### config.mk
export PLATFORM = sky130hd
export DESIGN_NAME = keyed_fifo_or_sorted_table
export DESIGN_NICKNAME = d
export VERILOG_FILES = /design/src/design/kfst_pkg.sv /design/src/design/keyed_fifo_or_sorted_table.sv
export SDC_FILE = /design/constraint.sdc
export NUM_CORES = 1
export LEC_CHECK = 0
export BUFFER_PORTS_ARGS = -buffer_cell sky130_fd_sc_hd__buf_2
export CAP_MARGIN = 10
export CORE_AREA = 2 2 269 271
export CTS_CLUSTER_SIZE = 12
export DETAILED_ROUTE_END_ITERATION = 8
export DIE_AREA = 0 0 271 273
export GPL_TIMING_DRIVEN = 0
export PLACE_DENSITY = 0.71
export SLEW_MARGIN = 20
export SYNTH_ARGS = -nofsm -noshare
export SYNTH_HDL_FRONTEND = slang
export SYNTH_SLANG_ARGS = --single-unit
export TNS_END_PERCENT = 10
### constraint.sdc
create_clock -name clk -period 6.23 [get_ports clk]
set_clock_uncertainty 0.15 [all_clocks]
set_input_delay 0.9345 -clock clk [delete_from_list [all_inputs] [get_ports clk]]
set_output_delay 0.9345 -clock clk [all_outputs]
set_load 0.02 [all_outputs]
### src/design/kfst_pkg.sv
// ----------------------------------------------------------------------------
// kfst_pkg: shared types and constants for the keyed FIFO / sorted table
// ----------------------------------------------------------------------------
`default_nettype none
package kfst_pkg;
  localparam int CAPACITY   = 16;
  localparam int VALUE_BITS = 32;
  localparam int KEY_BITS   = 16;
  localparam int IDX_BITS   = $clog2(CAPACITY);
  localparam int CNT_BITS   = $clog2(CAPACITY + 1);

  localparam logic [2:0] ACT_ADD    = 3'd0;
  localparam logic [2:0] ACT_FIND   = 3'd1;
  localparam logic [2:0] ACT_REMOVE = 3'd2;
  localparam logic [2:0] ACT_POP    = 3'd3;
  localparam logic [2:0] ACT_PEEK   = 3'd4;

  typedef enum logic [2:0] {
    ST_IDLE,
    ST_SCAN,
    ST_INS,
    ST_DEL,
    ST_DONE
  } state_t;
endpackage
`default_nettype wire

### src/design/keyed_fifo_or_sorted_table.sv
// An unused action or a refused add goes straight to the result. A scan reads
// one slot a cycle; a shift moves each slot by reading it and then writing it
// back. One item at a time: in_stall is high until the item's result is
// loaded, and a stalled earlier result can hold the finished item.
// Reset: count is zero and list_mode is FIFO; the RAMs are not cleared.
// ----------------------------------------------------------------------------
// keyed_fifo_or_sorted_table
// ----------------------------------------------------------------------------
// Table of key/value pairs in slots 0..count-1, held in two one-port-read
// RAMs. Scan finds the slot, then a shift pass moves entries one at a time.
// ----------------------------------------------------------------------------
`default_nettype none
module keyed_fifo_or_sorted_table
  import kfst_pkg::*;
(
  input  wire logic                  clk,
  input  wire logic                  rst_n,
  input  wire logic                  cfg_valid,
  output logic                       cfg_ready,
  input  wire logic                  cfg_list_mode,
  input  wire logic                  in_valid,
  output logic                       in_stall,
  input  wire logic [2:0]            in_action,
  input  wire logic [KEY_BITS-1:0]   in_key,
  input  wire logic [31:0]           in_value,
  output logic                       out_valid,
  input  wire logic                  out_stall,
  output logic                       out_ok,
  output logic [KEY_BITS-1:0]        out_key,
  output logic [31:0]                out_value,
  output logic [4:0]                 out_entry_count
);

  logic [KEY_BITS-1:0]   key_mem [CAPACITY];
  logic [VALUE_BITS-1:0] val_mem [CAPACITY];

  state_t                state_r, state_nxt;
  logic                  mode_r;
  logic [CNT_BITS-1:0]   cnt_r, cnt_nxt;
  logic [2:0]            act_r, act_nxt;
  logic [KEY_BITS-1:0]   key_r, key_nxt;
  logic [VALUE_BITS-1:0] val_r, val_nxt;
  logic [CNT_BITS-1:0]   idx_r, idx_nxt;   // walk position
  logic [CNT_BITS-1:0]   slot_r, slot_nxt; // target slot
  logic                  rdv_r, rdv_nxt;   // read data valid (slot idx_r-1 in scan/insert, idx_r+1 in delete)
  logic                  ok_r, ok_nxt;
  logic [KEY_BITS-1:0]   okey_r, okey_nxt;
  logic [VALUE_BITS-1:0] oval_r, oval_nxt;
  logic                  ov_r, ov_nxt;
  logic                  res_ok_r, res_ok_nxt;
  logic [KEY_BITS-1:0]   res_key_r, res_key_nxt;
  logic [VALUE_BITS-1:0] res_val_r, res_val_nxt;
  logic [CNT_BITS-1:0]   res_cnt_r, res_cnt_nxt;

  logic [IDX_BITS-1:0]   rd_addr;
  logic                  rd_en;
  logic [KEY_BITS-1:0]   rd_key;
  logic [VALUE_BITS-1:0] rd_val;
  logic                  wr_en;
  logic [IDX_BITS-1:0]   wr_addr;
  logic [KEY_BITS-1:0]   wr_key;
  logic [VALUE_BITS-1:0] wr_val;

  always_ff @(posedge clk) begin
    if (rd_en) begin
      rd_key <= key_mem[rd_addr];
      rd_val <= val_mem[rd_addr];
    end
    if (wr_en) begin
      key_mem[wr_addr] <= wr_key;
      val_mem[wr_addr] <= wr_val;
    end
  end

  always_ff @(posedge clk) begin
    if (!rst_n) begin
      state_r <= ST_IDLE;
      mode_r  <= 1'b0;
      cnt_r   <= '0;
      rdv_r   <= 1'b0;
      ov_r    <= 1'b0;
    end else begin
      state_r <= state_nxt;
      cnt_r   <= cnt_nxt;
      rdv_r   <= rdv_nxt;
      ov_r    <= ov_nxt;
      if (cfg_valid && cfg_ready) mode_r <= cfg_list_mode;
    end
    act_r     <= act_nxt;
    key_r     <= key_nxt;
    val_r     <= val_nxt;
    idx_r     <= idx_nxt;
    slot_r    <= slot_nxt;
    ok_r      <= ok_nxt;
    okey_r    <= okey_nxt;
    oval_r    <= oval_nxt;
    res_ok_r  <= res_ok_nxt;
    res_key_r <= res_key_nxt;
    res_val_r <= res_val_nxt;
    res_cnt_r <= res_cnt_nxt;
  end

  assign cfg_ready       = 1'b1;
  assign in_stall        = (state_r != ST_IDLE);
  assign out_valid       = ov_r;
  assign out_ok          = res_ok_r;
  assign out_key         = res_key_r;
  assign out_value       = 32'(res_val_r);
  assign out_entry_count = 5'(res_cnt_r);

  always_comb begin
    state_nxt   = state_r;
    cnt_nxt     = cnt_r;
    act_nxt     = act_r;
    key_nxt     = key_r;
    val_nxt     = val_r;
    idx_nxt     = idx_r;
    slot_nxt    = slot_r;
    rdv_nxt     = 1'b0;
    ok_nxt      = ok_r;
    okey_nxt    = okey_r;
    oval_nxt    = oval_r;
    ov_nxt      = ov_r;
    res_ok_nxt  = res_ok_r;
    res_key_nxt = res_key_r;
    res_val_nxt = res_val_r;
    res_cnt_nxt = res_cnt_r;
    rd_en       = 1'b0;
    rd_addr     = idx_r[IDX_BITS-1:0];
    wr_en       = 1'b0;
    wr_addr     = idx_r[IDX_BITS-1:0];
    wr_key      = key_r;
    wr_val      = val_r;
    if (ov_r && !out_stall) ov_nxt = 1'b0;
    unique case (state_r)
      ST_IDLE: begin
        if (in_valid) begin
          act_nxt  = in_action;
          key_nxt  = in_key;
          val_nxt  = VALUE_BITS'(in_value);
          idx_nxt  = '0;
          ok_nxt   = 1'b0;
          okey_nxt = '0;
          oval_nxt = '0;
          state_nxt = ST_DONE;
          if (in_action == ACT_ADD) begin
            if (cnt_r != CNT_BITS'(CAPACITY)) begin
              if (mode_r) begin
                state_nxt = ST_SCAN;
              end else begin
                slot_nxt  = cnt_r;
                idx_nxt   = cnt_r;
                state_nxt = ST_INS;
              end
            end
          end else if (in_action == ACT_FIND || in_action == ACT_REMOVE ||
                       in_action == ACT_POP || in_action == ACT_PEEK) begin
            state_nxt = ST_SCAN;
          end
        end
      end
      ST_SCAN: begin
        // issue read of slot idx_r, evaluate data of slot idx_r-1
        if (rdv_r) begin
          priority if (act_r == ACT_ADD) begin
            if (!(rd_key < key_r)) begin
              slot_nxt  = idx_r - 1'b1;
              idx_nxt   = cnt_r;
              state_nxt = ST_INS;
            end
          end else if (act_r == ACT_POP || act_r == ACT_PEEK) begin
            ok_nxt   = 1'b1;
            okey_nxt = rd_key;
            oval_nxt = rd_val;
            if (act_r == ACT_POP) begin
              idx_nxt   = '0;
              state_nxt = ST_DEL;
            end else begin
              state_nxt = ST_DONE;
            end
          end else if (rd_key == key_r) begin
            ok_nxt = 1'b1;
            if (act_r == ACT_FIND) begin
              oval_nxt  = rd_val;
              state_nxt = ST_DONE;
            end else begin
              idx_nxt   = idx_r - 1'b1;
              state_nxt = ST_DEL;
            end
          end else if (mode_r && rd_key > key_r) begin
            state_nxt = ST_DONE;
          end
        end
        if (state_nxt == ST_SCAN) begin
          if (idx_r < cnt_r) begin
            rd_en   = 1'b1;
            rdv_nxt = 1'b1;
            idx_nxt = idx_r + 1'b1;
          end else if (act_r == ACT_ADD) begin
            slot_nxt  = cnt_r;
            idx_nxt   = cnt_r;
            state_nxt = ST_INS;
          end else begin
            state_nxt = ST_DONE;
          end
        end
      end
      ST_INS: begin
        // walk down from count: read slot idx-1, write it to slot idx
        if (rdv_r) begin
          wr_en   = 1'b1;
          wr_addr = IDX_BITS'(idx_r);
          wr_key  = rd_key;
          wr_val  = rd_val;
          idx_nxt = idx_r - 1'b1;
        end else if (idx_r == slot_r) begin
          wr_en     = 1'b1;
          ok_nxt    = 1'b1;
          cnt_nxt   = cnt_r + 1'b1;
          state_nxt = ST_DONE;
        end else begin
          rd_en   = 1'b1;
          rd_addr = IDX_BITS'(idx_r - 1'b1);
          rdv_nxt = 1'b1;
        end
      end
      ST_DEL: begin
        // walk up: read slot idx+1, write it to slot idx
        if (rdv_r) begin
          wr_en   = 1'b1;
          wr_key  = rd_key;
          wr_val  = rd_val;
          idx_nxt = idx_r + 1'b1;
        end else if (idx_r + 1'b1 >= cnt_r) begin
          cnt_nxt   = cnt_r - 1'b1;
          state_nxt = ST_DONE;
        end else begin
          rd_en   = 1'b1;
          rd_addr = IDX_BITS'(idx_r + 1'b1);
          rdv_nxt = 1'b1;
        end
      end
      ST_DONE: begin
        // hold until the previous beat drains, then load the result register
        if (!ov_r || !out_stall) begin
          ov_nxt      = 1'b1;
          res_ok_nxt  = ok_r;
          res_key_nxt = okey_r;
          res_val_nxt = oval_r;
          res_cnt_nxt = cnt_r;
          state_nxt   = ST_IDLE;
        end
      end
      default: state_nxt = ST_IDLE;
    endcase
  end

endmodule
`default_nettype wire
==> impl_metrics.csv, run 1 <==
group,metric,value,unit
power_and_ir_drop,switching_share,23.8,%
sta,relSlewSlack,27.6,%
sta,hold_viol,0,
worst_setup_path,max_stage_delay,0.71,ns
worst_setup_path,critPathKind,"flip-flop to flip-flop",
die,dieArea,0.0740,mm²
final_layout,utilization,62.9,%
placed_design,place_area,0.0417,mm²
final_layout,finalNetCount,2284,
worst_setup_path,path_cells,"buf_2, buf_1, xor2_1, ha_1, a21o_1, a31oi_1, o21ai_0, mux2i_2, nand3_2, a22o_1, nor2_1, clkbuf_1, clkbuf_1, a22oi_1, nand2_1",
drt,first_iter_violations,2261,
drt,drtAntennaViolNets,0,
run,cap_violations,0,
yosys,synth.area.top_cells,"edfxtp_1 (76%), mux4_2 (11%), a22oi_1 (2.0%)",
sta,finalCriticalPeriod,5.37,ns
sta,finalCritPeriodShare,86.3,%
worst_setup_path,worstPathArrival,5.74,ns
yosys,synthArstFlopShare,0,%
final_layout,final_layout_size_suffix_gt1_share,26.9,%
global_routing,grtUsageTotal,24.9,%
cts,clock_latency,0.65,ns
sta,grt_setup_unrepaired,"false",
yosys,synth_area_per_cell,20.3,µm²
cts,cts_tree,"done",
yosys,syn_area,0.0387,mm²
drt,dr.pass1.iters,8,
power_and_ir_drop,clkPwrFrac,36.7,%
min_path,hp-start,"oval_r[29]",
yosys,synth.distinct_cells,74,
yosys,ys_seq_area_share,76.6,%
die,core-area,0.0710,mm²
yosys,synth.top_cell.area_share,76.0,%
power_and_ir_drop,leakage,14.8,nW
placed_design,port_buffers,112,
yosys,netlist_top_cells_count,"edfxtp_1 (980), mux4_2 (192), a22oi_1 (101)",
worst_setup_path,r2r_end,"rd_val[17]",
sta,drv_slew,0,
final_layout,synthToLayoutAreaGrowth,15.4,%
global_routing,grt_pass1_wl,134,mm
global_routing,antenna_found_initial,1,
sta,finalSetupViolations,0,
cts,cts_buffers,101,
final_layout,nFillCells,4750,
drt,drcViolationCount,0,
min_path,min_path_type,"flip-flop to flip-flop",
power_and_ir_drop,p_int,11.3,mW
die,ios,114,
drt,vias_per_cell,6.21,
yosys,syn_nets,2002,
worst_setup_path,crit_family,"buffers and inverters",
yosys,synth_cells,1910,
worst_setup_path,crit_path_top_delay_cell,"clkbuf_1",
global_routing,grt_max_degree,29,
yosys,synth_most_common_cell,"edfxtp_1",
yosys,yosys.area.top_type,"edfxtp_1",
power_and_ir_drop,switching_power,3.54,mW
placed_design,globalplace.congestion,0.874,
drt,wire_per_inst,28.5,µm
die,die_w,271,µm
worst_setup_path,cp.required,6.59,ns
drt,wl,91.1,mm
cts,cts_hold_buf,0,
status,status,"finished, final reports clean",
global_routing,overflow,0,
cts,clk_pin_slew,0.06,ns
drt,route.vias.total,19894,
cts,h-tree-depth,3,
power_and_ir_drop,ir_worst_vdd,0.217,mV
worst_setup_path,r2r_start,"idx_r[2]",
worst_setup_path,crit_fanout,10,
sta,fmax,0.186,GHz
cts,clockBufferDepth,3,
power_and_ir_drop,power_frac_seq,51.5,%
cts,clock-sinks,991,
global_routing,grt_pass1_vias,20491,
worst_setup_path,cp-end-kind,"flip-flop",
yosys,synth-seq-cells,991,
min_path,holdPathStages,0,
cts,post-cts-setup-buffers,0,
cts,root_buffer,"clkbuf_16",
final_layout,diodes,0,
die,dieHeight,273,µm
sta,worstMarginPinSlew,1.09,ns
worst_setup_path,r2r.worst_path.cells,15,
die,row_count,98,
yosys,synth_edf_count,980,
min_path,hold_path_end,"out_value[29]",
worst_setup_path,cp_common_cell,"clkbuf_1",
worst_setup_path,path_buf_inv,4,
final_layout,design_area,0.0447,mm²
yosys,ys.flop_type,"edfxtp_1",
yosys,synth_warnings,0,
cts,cts.repair.resized,0,
worst_setup_path,r2r_slack,0.86,ns
die,initial_core_util,54.5,%
power_and_ir_drop,combPwrFrac,11.9,%
power_and_ir_drop,p_per_area,333,mW/mm²
worst_setup_path,cp-start-kind,"flip-flop",
placed_design,dp_hpwl,58.1,mm
-- area by class of cell --
cell class / instances / area, µm² / share of cell area [%]
sequential: 991 / 29600 / 66.4
multi-input combinational: 782 / 8590 / 19.2
clock buffer: 128 / 2670 / 5.98
timing repair buffer: 179 / 1700 / 3.82
tap: 950 / 1190 / 2.66
buffer: 97 / 462 / 1.03
clock inverter: 34 / 249 / 0.557
inverter: 40 / 153 / 0.342
-- layer usage --
metal	vias up	GRT usage (%)	wire, µm
met5	-	0	0
met4	0	8.23	2560
met3	171	3.85	7020
met2	1015	41.8	45700
met1	10305	34.0	35800
li1	8403	-	-
-- placed cells by master (no fill, tap or decap), types with 4 or more instances in the layout --
cell | Yosys | layout
clkinv_2 | 0 | 9
or3_1 | 4 | 4
buf_1 | 15 | 15
a22oi_1 | 101 | 101
o21a_1 | 4 | 4
nor2b_1 | 7 | 7
a21oi_1 | 29 | 27
clkbuf_16 | 0 | 103
mux2i_1 | 8 | 8
buf_12 | 0 | 17
nand4_1 | 6 | 6
buf_2 | 12 | 124
o22ai_1 | 5 | 5
nand3_1 | 15 | 15
and2_1 | 53 | 53
a31oi_1 | 8 | 8
mux2_2 | 47 | 47
a21o_1 | 4 | 4
nand2_1 | 92 | 91
dfxtp_1 | 11 | 11
mux4_2 | 192 | 192
xor2_1 | 5 | 5
edfxtp_1 | 980 | 980
xnor2_1 | 17 | 17
clkinv_1 | 1 | 18
nor3_1 | 17 | 12
inv_1 | 38 | 37
buf_16 | 0 | 21
o21ai_0 | 21 | 20
o211ai_1 | 6 | 6
o221ai_1 | 4 | 4
clkbuf_1 | 49 | 74
nor3_2 | 0 | 5
buf_4 | 20 | 47
nor2_1 | 44 | 32
ha_1 | 34 | 34
nor2_4 | 0 | 12
-- worst max-delay path by stage --
stage	start	to	slack, ns	depth (start not counted)
after floorplan	idx_r[0]	key_mem[0][0]	0.77	8
after global placement	idx_r[0]	val_mem[0][13]	-3.33	8
after detailed placement	idx_r[2]	rd_val[11]	0.98	15
after CTS	idx_r[2]	rd_val[12]	0.98	15
after global routing	idx_r[2]	rd_key[6]	0.68	15
final	idx_r[2]	rd_val[17]	0.86	15
-- cell families (layout without fill, tap and decap cells) --
group                      after synthesis  after routing  share of synthesized area, %
AOI/OAI and AO/OA                      220            220                          4.04
xor gates and xnor gates                22             22                         0.498
adders and majority gates               35             35                          1.15
buffers and inverters                  137            478                          1.58
DFF                                    991            991                          76.6
muxes                                  251            251                          12.9
other                                    1              1                       0.00969
and+or+nand+nor                        253            253                          3.23
-- power groups by stage --
stage / combinational, mW / clock [mW] / sequential (mW)
floorplan: 1.15 / 0 / 7.79
global placement: 1.68 / 0 / 7.81
detailed placement: 1.76 / 0 / 7.80
CTS: 1.78 / 5.54 / 7.66
global route: 1.90 / 5.80 / 7.67
finish: 1.77 / 5.46 / 7.66
-- per-stage QoR --
step                      setup slack, ns  power (mW)   TNS, ns  instances  hold slack (ns)
after floorplan                     0.775        8.94         0       1910            0.250
after global placement              -3.33        9.49  -1147.02       2972            0.251
after detailed placement            0.982        9.56         0       3039            0.255
after CTS                           0.984        15.0         0       3201            0.258
after global routing                0.678        15.4         0       3201            0.270
final                               0.856        14.9         0       3201            0.259
-- worst register-to-register path, delay by kind of cell, from the launching register on --
family                     cells  cell delay (ns)
adders and majority gates      1             0.33
AOI/OAI and AO/OA              5             1.01
muxes                          1             0.23
and+or+nand+nor                3             0.61
DFF                            1             0.36
buffers and inverters          4             2.10
xor gates and xnor gates       1             0.44
-- sequential cells by signal, indices dropped and copies added, names as in the netlist --
signal           count
mode_r               1
idx_r                5
cnt_r                5
okey_r              16
state_r              3
oval_r              32
out_value           32
rdv_r                1
out_ok               1
rd_val              32
rd_key              16
slot_r               5
key_mem            256
out_key             16
val_mem            512
act_r                3
out_entry_count      5
out_valid            1
ok_r                 1
val_r               32
key_r               16
(Power assumes the default switching activity.)
==> run 2, diff against run 1 <==
CORE_AREA = 2 2 253 255   (was 2 2 269 271)
DIE_AREA = 0 0 255 257   (was 0 0 271 273)
PLACE_DENSITY = 0.79   (was 0.71)
==> run 2 against run 1 <==
  * Critical path depth down 1
  * Via count up 4.1%
  * Wire length up 7.6%
  * Clock-buffer cell count down 6
  * Die area down 11%
  * Critical path type unchanged
  * Utilization up 8.1 points
  * Global-route usage up 5.7 points
  * Sequential share of layout area up 0.20 points
==> impl_metrics.csv, run 2 (synthesis gave the netlist of run 1 again) <==
group,metric,value,unit
cts,cts_buffers,98,
drt,drtAntennaViolNets,0,
die,core-area,0.0627,mm²
sta,finalCriticalPeriod,5.51,ns
cts,clk_pin_slew,0.06,ns
drt,vias_per_cell,6.71,
worst_setup_path,crit_fanout,10,
power_and_ir_drop,leakage,14.7,nW
sta,drv_slew,0,
worst_setup_path,cp_num_cells,14,
worst_setup_path,cp-end-kind,"flip-flop",
drt,wire_per_inst,31.8,µm
sta,hold_viol,0,
drt,dr.pass1.iters,6,
placed_design,globalplace.congestion,0.884,
worst_setup_path,cp-start-kind,"flip-flop",
final_layout,largest_registers,"val_mem: 512 flops, key_mem: 256 flops",
drt,route.vias.total,20708,
global_routing,grt_pass1_vias,21286,
sta,worstMarginPinSlew,1.09,ns
worst_setup_path,max_stage_delay,0.71,ns
die,ios,114,
power_and_ir_drop,clkPwrFrac,36.1,%
global_routing,grt_max_degree,34,
worst_setup_path,crit_path_top_delay_cell,"o31ai_1",
worst_setup_path,critPathKind,"flip-flop to flip-flop",
final_layout,final_common_cell,"edfxtp_1",
sta,finalSetupViolations,0,
worst_setup_path,worstPathArrival,5.75,ns
worst_setup_path,r2r.worst_path.cells,14,
cts,cts.repair.resized,0,
drt,first_iter_violations,2784,
die,die_w,255,µm
drt,drcViolationCount,0,
placed_design,port_buffers,112,
global_routing,antenna_found_initial,1,
final_layout,utilization,71.0,%
power_and_ir_drop,switching_power,3.63,mW
run,cap_violations,0,
global_routing,overflow,0,
cts,root_buffer,"clkbuf_16",
cts,clock-sinks,991,
power_and_ir_drop,combPwrFrac,12.2,%
worst_setup_path,crit_family,"buffers and inverters",
final_layout,diodes,0,
power_and_ir_drop,power_frac_seq,51.7,%
sta,finalHoldWorstSlack,0.265,ns
cts,post-cts-setup-buffers,0,
cts,clock_latency,0.67,ns
final_layout,final_cell_mix,"edfxtp_1 (980), mux4_2 (192), buf_2 (124)",
sta,fmax,0.181,GHz
final_layout,top_register,"val_mem",
final_layout,finalNetCount,2283,
cts,cts_hold_buf,0,
cts,cts_tree,"done",
power_and_ir_drop,p_int,11.2,mW
sta,grt_setup_unrepaired,"false",
power_and_ir_drop,power,14.8,mW
final_layout,synthToLayoutAreaGrowth,15.1,%
die,initial_core_util,61.7,%
worst_setup_path,path_cells,"buf_2, buf_1, xor2_1, ha_1, a21o_1, a31oi_1, o211ai_1, nor3_1, o31ai_1, buf_2, buf_1, mux4_2, a22oi_1, nand2_1",
power_and_ir_drop,switching_share,24.5,%
sta,finalCritPeriodShare,88.5,%
worst_setup_path,cp.required,6.46,ns
die,dieArea,0.0655,mm²
power_and_ir_drop,ir_worst_vdd,0.260,mV
final_layout,final_layout_size_suffix_gt1_share,26.8,%
power_and_ir_drop,p_per_area,333,mW/mm²
global_routing,grtUsageTotal,30.6,%
cts,clockBufferDepth,3,
die,dieHeight,257,µm
die,row_count,92,
sta,relSlewSlack,26.7,%
drt,wl,98.0,mm
placed_design,dp_hpwl,60.0,mm
final_layout,largest_register_ffs,512,
min_path,min_path_type,"flip-flop to flip-flop",
min_path,holdPathStages,0,
cts,h-tree-depth,3,
sta,tns,0,ns
worst_setup_path,path_buf_inv,4,
status,status,"finished, final reports clean",
global_routing,grt_pass1_wl,143,mm
-- run 2: changes by cell type in the layout (fill, tap and decap cells not counted), sizes merged --
cell and delta:
clkinv -7, clkbuf -6, buf +2, bufinv -1
-- run 2: cell type report --
cell class,count,area (µm²)
buffer,97,463
clock buffer,122,2560
clock inverter,26,236
fill,3581,18200
inverter,40,153
multi-input combinational,782,8580
sequential,991,29600
tap,846,1060
timing repair buffer,181,1820
-- run 2: routing by layer --
| metal | GRT usage (%) | share of wire [%] | vias up | wire length [µm] |
|---|---|---|---|---|
| li1 | - | - | 8376 | - |
| met1 | 40.1 | 35 | 10565 | 34300 |
| met2 | 50.9 | 51 | 1492 | 49800 |
| met3 | 5.20 | 9.6 | 273 | 9410 |
| met4 | 13.8 | 4.5 | 2 | 4440 |
| met5 | 0 | 0.013 | - | 13 |
-- run 2: path summary, 6_finish.rpt --
| check | from | slack, ns | endpoint |
|---|---|---|---|
| min reg2reg | okey_r[12] | 0.27 | out_key[12] |
| min | okey_r[12] | 0.27 | out_key[12] |
| max reg2reg | idx_r[2] | 0.72 | rd_val[22] |
| max | idx_r[2] | 0.72 | rd_val[22] |
-- run 2: power by group through the flow --
stage	Clock, mW	Combinational (mW)	Sequential (mW)
6_report	5.36	1.81	7.66
3_5_place_dp	0	1.76	7.80
3_3_place_gp	0	1.66	7.81
5_1_grt	5.63	1.92	7.67
2_1_floorplan	0	1.15	7.79
4_1_cts	5.40	1.80	7.66
-- run 2: metrics by stage --
step / worst slack, ns / instances / instance area, µm²
4_1_cts: 0.860 / 3085 / 44500
6_report: 0.716 / 3085 / 44500
3_5_place_dp: 0.956 / 2937 / 41700
2_1_floorplan: 0.775 / 1910 / 38700
5_1_grt: 0.606 / 3085 / 44500
3_3_place_gp: -3.08 / 2868 / 40300
